--- src/hdl/i2cst_pkg.sv ---
package i2cst_pkg;

  typedef enum logic [1:0] {
    PH_IDLE      = 2'd0,
    PH_STARTED   = 2'd1,
    PH_RECEIVING = 2'd2,
    PH_SENDING   = 2'd3
  } phase_t;

  localparam logic [2:0] ERR_NONE    = 3'd0;
  localparam logic [2:0] ERR_OVERRUN = 3'd1;
  localparam logic [2:0] ERR_NOADDR  = 3'd2;
  localparam logic [2:0] ERR_NODATA  = 3'd3;
  localparam logic [2:0] ERR_TOOLONG = 3'd4;

  localparam logic [1:0] KIND_BUS    = 2'd0;
  localparam logic [1:0] KIND_MSG    = 2'd1;
  localparam logic [1:0] KIND_REPORT = 2'd2;

  localparam logic [7:0] THRESHOLD_RESET = 8'd3;

  typedef struct packed {
    logic       func;
    logic       overrun_flag;
    logic       byte_ready;
    logic [7:0] rx_byte;
    logic       start_seen;
    logic       stop_seen;
    logic       is_data;
    logic       is_read;
    logic [7:0] reply_byte;
  } in_word_t;

  typedef struct packed {
    logic [1:0] kind;
    logic [7:0] value;
    logic       tx_valid;
    logic       release_clock;
    logic       last;
  } out_word_t;

  typedef enum logic [2:0] {
    ST_IDLE,
    ST_BUS,
    ST_MSG_RD,
    ST_MSG_OUT,
    ST_REP_OUT,
    ST_COPY_RD,
    ST_COPY_WR,
    ST_TX_RD
  } seq_t;

endpackage

--- src/hdl/i2cst_ram.sv ---
module i2cst_ram #(
  parameter int WIDTH = 8,
  parameter int DEPTH = 32
) (
  input  logic                     clk,
  input  logic                     we,
  input  logic [$clog2(DEPTH)-1:0] waddr,
  input  logic [WIDTH-1:0]         wdata,
  input  logic [$clog2(DEPTH)-1:0] raddr,
  output logic [WIDTH-1:0]         rdata
);

  logic [WIDTH-1:0] mem [DEPTH];

  always_ff @(posedge clk) begin
    if (we) begin
      mem[waddr] <= wdata;
    end
    rdata <= mem[raddr];
  end

endmodule

--- src/hdl/i2c_slave_transaction_handler.sv ---
// Channel | Direction | Handshake               | Payload
// in      | input     | in_valid / in_ready     | i2cst_pkg::in_word_t
// out     | output    | out_valid / out_ready   | i2cst_pkg::out_word_t
// cfg     | input     | cfg_valid / cfg_ready   | error report threshold, 8 bits
// A queue word is taken while idle. A bus event emits its bus word from the bus state,
// each report word is one output, and each message word takes a memory read and an output.
// Starting a reply copies every reply slot with a read and a write
// through the queue and reply memories, then sends the first byte.
// Reset clears the control state; the queue holds its reset zeros through valid bits.
// The output register stalls the sequencer while it holds a word and out_ready is low.
module i2c_slave_transaction_handler #(
  parameter int RX_DEPTH  = 32,
  parameter int REPLY_LEN = 8
) (
  input  logic                 clk,
  input  logic                 rst,
  input  logic                 in_valid,
  output logic                 in_ready,
  input  i2cst_pkg::in_word_t  in_data,
  output logic                 out_valid,
  input  logic                 out_ready,
  output i2cst_pkg::out_word_t out_data,
  input  logic                 cfg_valid,
  output logic                 cfg_ready,
  input  logic [7:0]           cfg_data
);

  localparam int RAW = $clog2(RX_DEPTH);
  localparam int QAW = (REPLY_LEN > 1) ? $clog2(REPLY_LEN) : 1;
  localparam int QD  = 1 << QAW;

  i2cst_pkg::seq_t   seq, seq_next;
  i2cst_pkg::phase_t phase, phase_next;
  i2cst_pkg::in_word_t ev;
  logic [7:0] threshold;
  logic [5:0] rx_count, rx_count_next;
  logic [7:0] event_counter, event_counter_next;
  logic [7:0] error_counter, error_counter_next;
  logic [2:0] last_error, last_error_next;
  logic [3:0] rq_count, rq_count_next;
  logic [3:0] out_index, out_index_next;
  logic [REPLY_LEN-1:0] rq_written;
  logic to_send, to_send_next;
  logic msg_pend, msg_pend_next;
  logic [5:0] msg_len, msg_len_next;
  logic [5:0] idx, idx_next;
  logic [1:0] rep_idx, rep_idx_next;
  logic [7:0] tx_hold, tx_hold_next;

  logic       ov_load;
  i2cst_pkg::out_word_t ov_word;
  logic       out_free;

  logic           rx_we;
  logic [RAW-1:0] rx_waddr, rx_raddr;
  logic [7:0]     rx_wdata, rx_rdata;
  logic           q_we;
  logic [QAW-1:0] q_waddr, q_raddr;
  logic [7:0]     q_wdata, q_rdata;
  logic           o_we;
  logic [QAW-1:0] o_waddr, o_raddr;
  logic [7:0]     o_wdata, o_rdata;
  logic [QAW-1:0] copy_src;
  logic           copy_src_valid;
  logic           copy_src_valid_q;

  i2cst_ram #(.WIDTH(8), .DEPTH(RX_DEPTH)) u_rx_ram (
    .clk(clk), .we(rx_we), .waddr(rx_waddr), .wdata(rx_wdata),
    .raddr(rx_raddr), .rdata(rx_rdata)
  );
  i2cst_ram #(.WIDTH(8), .DEPTH(QD)) u_queue_ram (
    .clk(clk), .we(q_we), .waddr(q_waddr), .wdata(q_wdata),
    .raddr(q_raddr), .rdata(q_rdata)
  );
  i2cst_ram #(.WIDTH(8), .DEPTH(QD)) u_reply_ram (
    .clk(clk), .we(o_we), .waddr(o_waddr), .wdata(o_wdata),
    .raddr(o_raddr), .rdata(o_rdata)
  );

  assign out_free  = !out_valid || out_ready;
  assign in_ready  = (seq == i2cst_pkg::ST_IDLE);
  assign cfg_ready = 1'b1;

  // Padding source for reply slot idx: own byte, last queued byte, or last slot.
  always_comb begin
    if ({26'd0, idx} < 32'(rq_count)) begin
      copy_src = idx[QAW-1:0];
    end else if (rq_count != 4'd0) begin
      copy_src = QAW'(rq_count - 4'd1);
    end else begin
      copy_src = QAW'(REPLY_LEN - 1);
    end
    copy_src_valid = rq_written[copy_src];
  end

  always_ff @(posedge clk) begin
    if (rst) begin
      seq <= i2cst_pkg::ST_IDLE;
      phase <= i2cst_pkg::PH_IDLE;
      threshold <= i2cst_pkg::THRESHOLD_RESET;
      rx_count <= '0;
      event_counter <= '0;
      error_counter <= '0;
      last_error <= i2cst_pkg::ERR_NONE;
      rq_count <= '0;
      out_index <= '0;
      rq_written <= '0;
      out_valid <= 1'b0;
    end else begin
      seq <= seq_next;
      phase <= phase_next;
      rx_count <= rx_count_next;
      event_counter <= event_counter_next;
      error_counter <= error_counter_next;
      last_error <= last_error_next;
      rq_count <= rq_count_next;
      out_index <= out_index_next;
      if (cfg_valid && cfg_ready) begin
        threshold <= cfg_data;
      end
      if (q_we) begin
        rq_written[q_waddr] <= 1'b1;
      end
      if (ov_load) begin
        out_valid <= 1'b1;
      end else if (out_ready) begin
        out_valid <= 1'b0;
      end
    end
  end

  always_ff @(posedge clk) begin
    if (in_valid && in_ready) begin
      ev <= in_data;
    end
    if (ov_load) begin
      out_data <= ov_word;
    end
    to_send <= to_send_next;
    msg_pend <= msg_pend_next;
    msg_len <= msg_len_next;
    idx <= idx_next;
    rep_idx <= rep_idx_next;
    tx_hold <= tx_hold_next;
    copy_src_valid_q <= copy_src_valid;
  end

  always_comb begin
    logic       dr, msg, written, rel, txv, err_hit;
    logic [7:0] txval;
    logic [2:0] code;
    seq_next = seq;
    phase_next = phase;
    rx_count_next = rx_count;
    event_counter_next = event_counter;
    error_counter_next = error_counter;
    last_error_next = last_error;
    rq_count_next = rq_count;
    out_index_next = out_index;
    to_send_next = to_send;
    msg_pend_next = msg_pend;
    msg_len_next = msg_len;
    idx_next = idx;
    rep_idx_next = rep_idx;
    tx_hold_next = tx_hold;
    ov_load = 1'b0;
    ov_word = '0;
    rx_we = 1'b0;
    rx_waddr = rx_count[RAW-1:0];
    rx_wdata = ev.rx_byte;
    rx_raddr = idx[RAW-1:0];
    q_we = 1'b0;
    q_waddr = rq_count[QAW-1:0];
    q_wdata = in_data.reply_byte;
    q_raddr = copy_src;
    o_we = 1'b0;
    o_waddr = idx[QAW-1:0];
    o_wdata = copy_src_valid_q ? q_rdata : 8'd0;
    o_raddr = out_index[QAW-1:0];
    dr = ev.byte_ready;
    msg = 1'b0;
    written = 1'b0;
    rel = 1'b0;
    txv = 1'b0;
    txval = 8'd0;
    err_hit = 1'b0;
    code = i2cst_pkg::ERR_NONE;

    unique case (seq)
      i2cst_pkg::ST_IDLE: begin
        if (in_valid) begin
          if (in_data.func) begin
            if (32'(rq_count) < REPLY_LEN) begin
              q_we = 1'b1;
              rq_count_next = rq_count + 4'd1;
            end
          end else begin
            seq_next = i2cst_pkg::ST_BUS;
          end
        end
      end

      i2cst_pkg::ST_BUS: begin
        // The reply memory was read at out_index during the previous cycle.
        if (out_free) begin
          to_send_next = 1'b0;
          if (ev.overrun_flag) begin
            phase_next = i2cst_pkg::PH_IDLE;
            err_hit = 1'b1;
            code = i2cst_pkg::ERR_OVERRUN;
          end else begin
            unique case (phase)
              i2cst_pkg::PH_IDLE: begin
                if (ev.start_seen) begin
                  event_counter_next = 8'd1;
                  rx_count_next = '0;
                  if (dr) begin
                    if (ev.is_data) begin
                      err_hit = 1'b1;
                      code = i2cst_pkg::ERR_NOADDR;
                    end else if (ev.is_read) begin
                      phase_next = i2cst_pkg::PH_SENDING;
                      dr = 1'b0;
                      to_send_next = 1'b1;
                    end else begin
                      phase_next = i2cst_pkg::PH_RECEIVING;
                    end
                  end else begin
                    phase_next = i2cst_pkg::PH_STARTED;
                  end
                end
              end
              i2cst_pkg::PH_STARTED: begin
                if (ev.stop_seen) begin
                  event_counter_next = event_counter + 8'd1;
                  if (dr) begin
                    if (!ev.is_data) begin
                      msg = 1'b1;
                    end else begin
                      err_hit = 1'b1;
                      code = i2cst_pkg::ERR_NODATA;
                    end
                  end
                  phase_next = i2cst_pkg::PH_IDLE;
                end else if (dr) begin
                  event_counter_next = event_counter + 8'd1;
                  if (!ev.is_data) begin
                    if (!ev.is_read) begin
                      phase_next = i2cst_pkg::PH_RECEIVING;
                    end else begin
                      phase_next = i2cst_pkg::PH_SENDING;
                      to_send_next = 1'b1;
                      dr = 1'b0;
                    end
                  end else begin
                    err_hit = 1'b1;
                    code = i2cst_pkg::ERR_NODATA;
                    phase_next = i2cst_pkg::PH_IDLE;
                  end
                end
              end
              i2cst_pkg::PH_SENDING: begin
                if (32'(out_index) < REPLY_LEN) begin
                  txval = o_rdata;
                  txv = 1'b1;
                  out_index_next = out_index + 4'd1;
                  written = 1'b1;
                end else begin
                  phase_next = i2cst_pkg::PH_IDLE;
                end
              end
              default: begin
                if (ev.stop_seen || dr) begin
                  event_counter_next = event_counter + 8'd1;
                end
                if (ev.stop_seen) begin
                  if (dr) begin
                    if (ev.is_data) begin
                      if (32'(rx_count) < RX_DEPTH) begin
                        rx_we = 1'b1;
                        rx_count_next = rx_count + 6'd1;
                      end
                      msg = 1'b1;
                    end else begin
                      err_hit = 1'b1;
                      code = i2cst_pkg::ERR_NODATA;
                    end
                  end else begin
                    msg = 1'b1;
                  end
                  phase_next = i2cst_pkg::PH_IDLE;
                end else if (dr) begin
                  if (ev.is_data) begin
                    if (32'(rx_count) < RX_DEPTH) begin
                      rx_we = 1'b1;
                      rx_count_next = rx_count + 6'd1;
                    end
                  end else if (ev.is_read) begin
                    phase_next = i2cst_pkg::PH_SENDING;
                    msg = 1'b1;
                    to_send_next = 1'b1;
                    dr = 1'b0;
                  end else begin
                    err_hit = 1'b1;
                    code = i2cst_pkg::ERR_NODATA;
                    phase_next = i2cst_pkg::PH_IDLE;
                  end
                end
              end
            endcase
          end

          rel = dr || written;
          if (err_hit) begin
            if (error_counter_next != 8'hFF) begin
              error_counter_next = error_counter_next + 8'd1;
            end
            last_error_next = code;
          end
          if (32'(rx_count_next) > RX_DEPTH - 2 && !msg) begin
            phase_next = i2cst_pkg::PH_IDLE;
            if (error_counter_next != 8'hFF) begin
              error_counter_next = error_counter_next + 8'd1;
            end
            last_error_next = i2cst_pkg::ERR_TOOLONG;
          end

          msg_pend_next = 1'b0;
          idx_next = '0;
          rep_idx_next = '0;
          if (msg) begin
            msg_pend_next = 1'b1;
            msg_len_next = rx_count_next;
          end

          if (to_send_next) begin
            // Bus result is held until the reply copy has filled every slot, and then carries slot zero.
            out_index_next = 4'd1;
            seq_next = i2cst_pkg::ST_COPY_RD;
          end else begin
            ov_load = 1'b1;
            ov_word.kind = i2cst_pkg::KIND_BUS;
            ov_word.value = txv ? txval : 8'd0;
            ov_word.tx_valid = txv;
            ov_word.release_clock = rel;
            if (msg) begin
              seq_next = i2cst_pkg::ST_MSG_RD;
            end else if (error_counter_next >= threshold) begin
              seq_next = i2cst_pkg::ST_REP_OUT;
            end else begin
              ov_word.last = 1'b1;
              seq_next = i2cst_pkg::ST_IDLE;
            end
          end
        end
      end

      i2cst_pkg::ST_COPY_RD: begin
        seq_next = i2cst_pkg::ST_COPY_WR;
      end

      i2cst_pkg::ST_COPY_WR: begin
        o_we = 1'b1;
        if (idx == 6'd0) begin
          tx_hold_next = o_wdata;
        end
        if (32'(idx) == REPLY_LEN - 1) begin
          rq_count_next = '0;
          idx_next = '0;
          seq_next = i2cst_pkg::ST_TX_RD;
        end else begin
          idx_next = idx + 6'd1;
          seq_next = i2cst_pkg::ST_COPY_RD;
        end
      end

      i2cst_pkg::ST_TX_RD: begin
        if (out_free) begin
          ov_load = 1'b1;
          ov_word.kind = i2cst_pkg::KIND_BUS;
          ov_word.value = tx_hold;
          ov_word.tx_valid = 1'b1;
          ov_word.release_clock = 1'b1;
          if (msg_pend) begin
            seq_next = i2cst_pkg::ST_MSG_RD;
          end else if (error_counter >= threshold) begin
            seq_next = i2cst_pkg::ST_REP_OUT;
          end else begin
            ov_word.last = 1'b1;
            seq_next = i2cst_pkg::ST_IDLE;
          end
        end
      end

      i2cst_pkg::ST_MSG_RD: begin
        seq_next = i2cst_pkg::ST_MSG_OUT;
      end

      i2cst_pkg::ST_MSG_OUT: begin
        if (out_free) begin
          ov_load = 1'b1;
          ov_word.kind = i2cst_pkg::KIND_MSG;
          if (idx < msg_len) begin
            ov_word.value = rx_rdata;
            idx_next = idx + 6'd1;
            seq_next = i2cst_pkg::ST_MSG_RD;
          end else begin
            ov_word.value = event_counter;
            ov_word.last = 1'b1;
            rx_count_next = '0;
            seq_next = i2cst_pkg::ST_IDLE;
          end
        end
      end

      i2cst_pkg::ST_REP_OUT: begin
        if (out_free) begin
          ov_load = 1'b1;
          ov_word.kind = i2cst_pkg::KIND_REPORT;
          rep_idx_next = rep_idx + 2'd1;
          case (rep_idx)
            2'd0: ov_word.value = error_counter;
            2'd1: ov_word.value = {5'd0, last_error};
            default: begin
              ov_word.value = event_counter;
              ov_word.last = 1'b1;
              error_counter_next = '0;
              seq_next = i2cst_pkg::ST_IDLE;
            end
          endcase
        end
      end

      default: seq_next = i2cst_pkg::ST_IDLE;
    endcase
  end

endmodule

--- config.mk ---
export PLATFORM = sky130hd
export DESIGN_NAME = i2c_slave_transaction_handler
export DESIGN_NICKNAME = d
export VERILOG_FILES = /design/src/hdl/i2cst_pkg.sv /design/src/hdl/i2cst_ram.sv /design/src/hdl/i2c_slave_transaction_handler.sv
export SDC_FILE = /design/constraint.sdc
export NUM_CORES = 1
export LEC_CHECK = 0
export BUFFER_PORTS_ARGS = -buffer_cell sky130_fd_sc_hd__buf_2
export CAP_MARGIN = 0
export CORE_MARGIN = 4
export CORE_UTILIZATION = 65
export DETAILED_ROUTE_END_ITERATION = 16
export PLACE_DENSITY = 0.9
export SYNTH_ARGS = -nofsm -noshare
export SYNTH_HDL_FRONTEND = slang
export SYNTH_HIERARCHICAL = 1
export SYNTH_SLANG_ARGS = --single-unit
--- constraint.sdc ---
create_clock -name clk -period 9.2 [get_ports clk]
set_clock_uncertainty 0.1 [all_clocks]
set_input_delay 0.46 -clock clk [delete_from_list [all_inputs] [get_ports clk]]
set_output_delay 0.46 -clock clk [all_outputs]
set_load 0.05 [all_outputs]
==> flow_summary.ini <==
[run_status]
status = finished clean

[sta]
tightest_slew_ps = 1310
maxSlewHeadroom_pct = 10.5
finalCritPeriodShare_pct = 57.4
setup_viol = 0
fmax_ghz = 0.189
setup_tns_ps = 0
finalHoldViolCount = 0
final.min_clock_period_ps = 5280
maxSlewViolCount = 0
rsz0062_at_grt = false
hold_slack_ps = 18.5

[setup_path]
critPathCaptureType = flop
startpoint_type = flop
required_ps = 9570
cp_max_fo = 18
crit_type = reg2reg
crit_arrival_ps = 5650

[routing]
dr.pass1.iters = 7
viasPerCell = 6.89
drc_errors = 0
wirelength_mm = 51.6
routedWlPerCell_um = 27.6
drtIter0Drc = 1722
num_vias = 12900
ant_nets = 0

[logic_synthesis]
yosys_warnings = 6
syn_nets = 1404
seq_area_frac_synth_pct = 66.9
synth_top_area_share_pct = 59.6
netlist_instances = 1329
synth-seq-cells = 514
ys_top_cells_by_area = edfxtp_1 (60%), mux4_2 (8.6%), dfxtp_1 (7.3%)
synth.most_common_cell = edfxtp_1
netlist_area_mm2 = 0.0219
ys_types = 79
synth_fa_ha_area_share_pct = 2.23
synthTopCellsByCount = edfxtp_1 (434), nor2_1 (121), mux4_2 (84), dfxtp_1 (80), nand2_1 (64)
synth_compound_area_share_pct = 5.82
synth_largest_area_cell = edfxtp_1
synth_flop_cell = edfxtp_1
synth_enable_flop_cells = 434
synth.mux.area_fraction_pct = 14.8
syn_area_per_cell_um2 = 16.5
synth_xor_area_share_pct = 0.881
synth_top_family_by_area = multiplexers
async_reset_ff_share_pct = 0
yosys.area_share.simple_pct = 6.97

[floorplanning]
dieWidth_um = 191
die_area_mm2 = 0.0367
row_count = 66
fp.dieH_um = 191
core_area_mm2 = 0.0329
start_util_pct = 66.6
ioPinCount = 52

[grt]
track_usage_pct = 29.0
overflow = 0
grt_max_degree = 75
antenna_found_initial = 0
grt_pass1_vias = 13000
grt_pass1_wl_mm = 79.4

[clock_tree]
h-tree-depth = 2
cts-root-buf = clkbuf_16
postCtsSetupRepairBufs = 0
cts-resized-gates = 0
cts_made_buffers = 50
cts_tree = done
insertion_delay_ps = 580
clk_pin_slew_worst_paths_ps = 60
cts_sinks = 514
ctsHoldBuffers = 15
cts_buffer_depth = 3

[placed_design]
place_congestion = 0.931
dpl_cell_area_mm2 = 0.0224
dpl.hpwl_mm = 30.4
numPortBuffers = 50

[power]
p_leak_nw = 8.38
power.total_w = 0.00485
power.density_mw_per_mm2 = 201
peakVddDrop_mv = 0.181

[layout]
area_delta_synth_final_pct = 10.5
fin_nets = 1467
fin_area_mm2 = 0.0242
antenna_cells = 0
fill_cells = 1836
layout-drive-gt1-share_pct = 18.4

[job]
max-cap-violations = 0

[hold_path]
hp-class = in2reg
-- path summary, 6_finish.rpt --
path                               startpoint       endpoint  slack [ps]  depth (start not counted)
worst max-delay path                 phase[0]         seq[2]        3920                         18
worst min-delay path              cfg_data[1]   threshold[1]          20                          3
worst max register to register       phase[0]         seq[2]        3920                         18
worst min register to register  rq_written[0]  rq_written[0]         370                          2
-- report_power, final --
group / leakage (nW) / internal [W] / switching (W) / total, W
registers: 4.69 / 0.00255 / 0.0000467 / 0.00260
logic: 2.91 / 0.000100 / 0.000144 / 0.000244
clock network: 0.778 / 0.00115 / 0.000862 / 0.00201
-- cell families after synthesis --
group / after synthesis
compound gates: 169
xor+xnor: 22
buf+inv: 104
mux: 167
other cells: 1
fa+ha+maj: 39
simple gates: 313
flops: 514
-- layer usage --
layer | track usage [%] | wire [um] | vias up
met5 | 0 | 0 | -
met3 | 5.04 | 4510 | 187
li1 | - | - | 5394
met1 | 37.4 | 18500 | 6450
met2 | 50.1 | 26600 | 870
met4 | 10.4 | 2020 | 0
-- per-stage QoR --
step	util, %	setup slack, ps	std cells
2_1_floorplan	-	4700	1329
3_3_place_gp	68.1	4200	1767
3_5_place_dp	68.1	4060	1767
4_1_cts	73.5	4040	1873
5_1_grt	73.5	3600	1873
6_report	73.5	3920	1873
-- critical path, cell delays in order, from the launching register on --
cell	delay (ps)
dfxtp_1	490
inv_1	130
ha_1	450
nor3_2	420
o31a_1	370
xnor2_1	150
ha_1	260
nand3_1	160
o221ai_2	150
a311oi_4	510
mux2_2	420
ha_1	280
a21o_1	160
a21o_1	170
a211oi_1	240
o21bai_1	110
a31oi_1	230
o21ai_0	110
a32o_1	240
-- cell usage in the layout (no fill, tap or decap), drive strengths merged, types with 4 or more instances in the layout --
cell type	instances
ha	39
clkbuf	67
a22o	12
dfxtp	80
and3	8
and2	16
a211oi	6
mux2i	25
buf	62
nand2	64
a222oi	8
nand4	6
nand2b	16
o21a	4
xor2	9
a21oi	26
nor2	121
a32o	9
or3	7
a22oi	8
edfxtp	434
nor2b	9
o32ai	4
mux4	114
nor3	23
o21ai	35
inv	40
o31a	4
a21o	13
clkinv	16
xnor2	13
a31oi	12
nand3b	8
mux2	28
dlygate4sd3	15
nand3	22
-- registers in the layout, indices dropped and copies added (netlist names), 6 cells and up --
name	cells
u_rx_ram/mem	256
u_queue_ram/mem	64
u_reply_ram/mem	64
out_data	13
error_counter	8
event_counter	8
rq_written	8
rx_wdata	8
threshold	8
tx_hold	8
u_queue_ram/rdata	8
u_reply_ram/rdata	8
u_rx_ram/rdata	8
ev	6
idx	6
msg_len	6
rx_count	6
-- layout make-up --
class                           instances  area [um^2]  share of cell area (%)
Multi-Input combinational cell        711         6730                    27.8
Timing Repair Buffer                   77          490                    2.03
Tap cell                              442          553                    2.29
Inverter                               38          143                   0.590
Clock inverter                         24          228                   0.942
Clock buffer                           67         1390                    5.75
Sequential cell                       514        14600                    60.6
(Power assumes the default switching activity.)
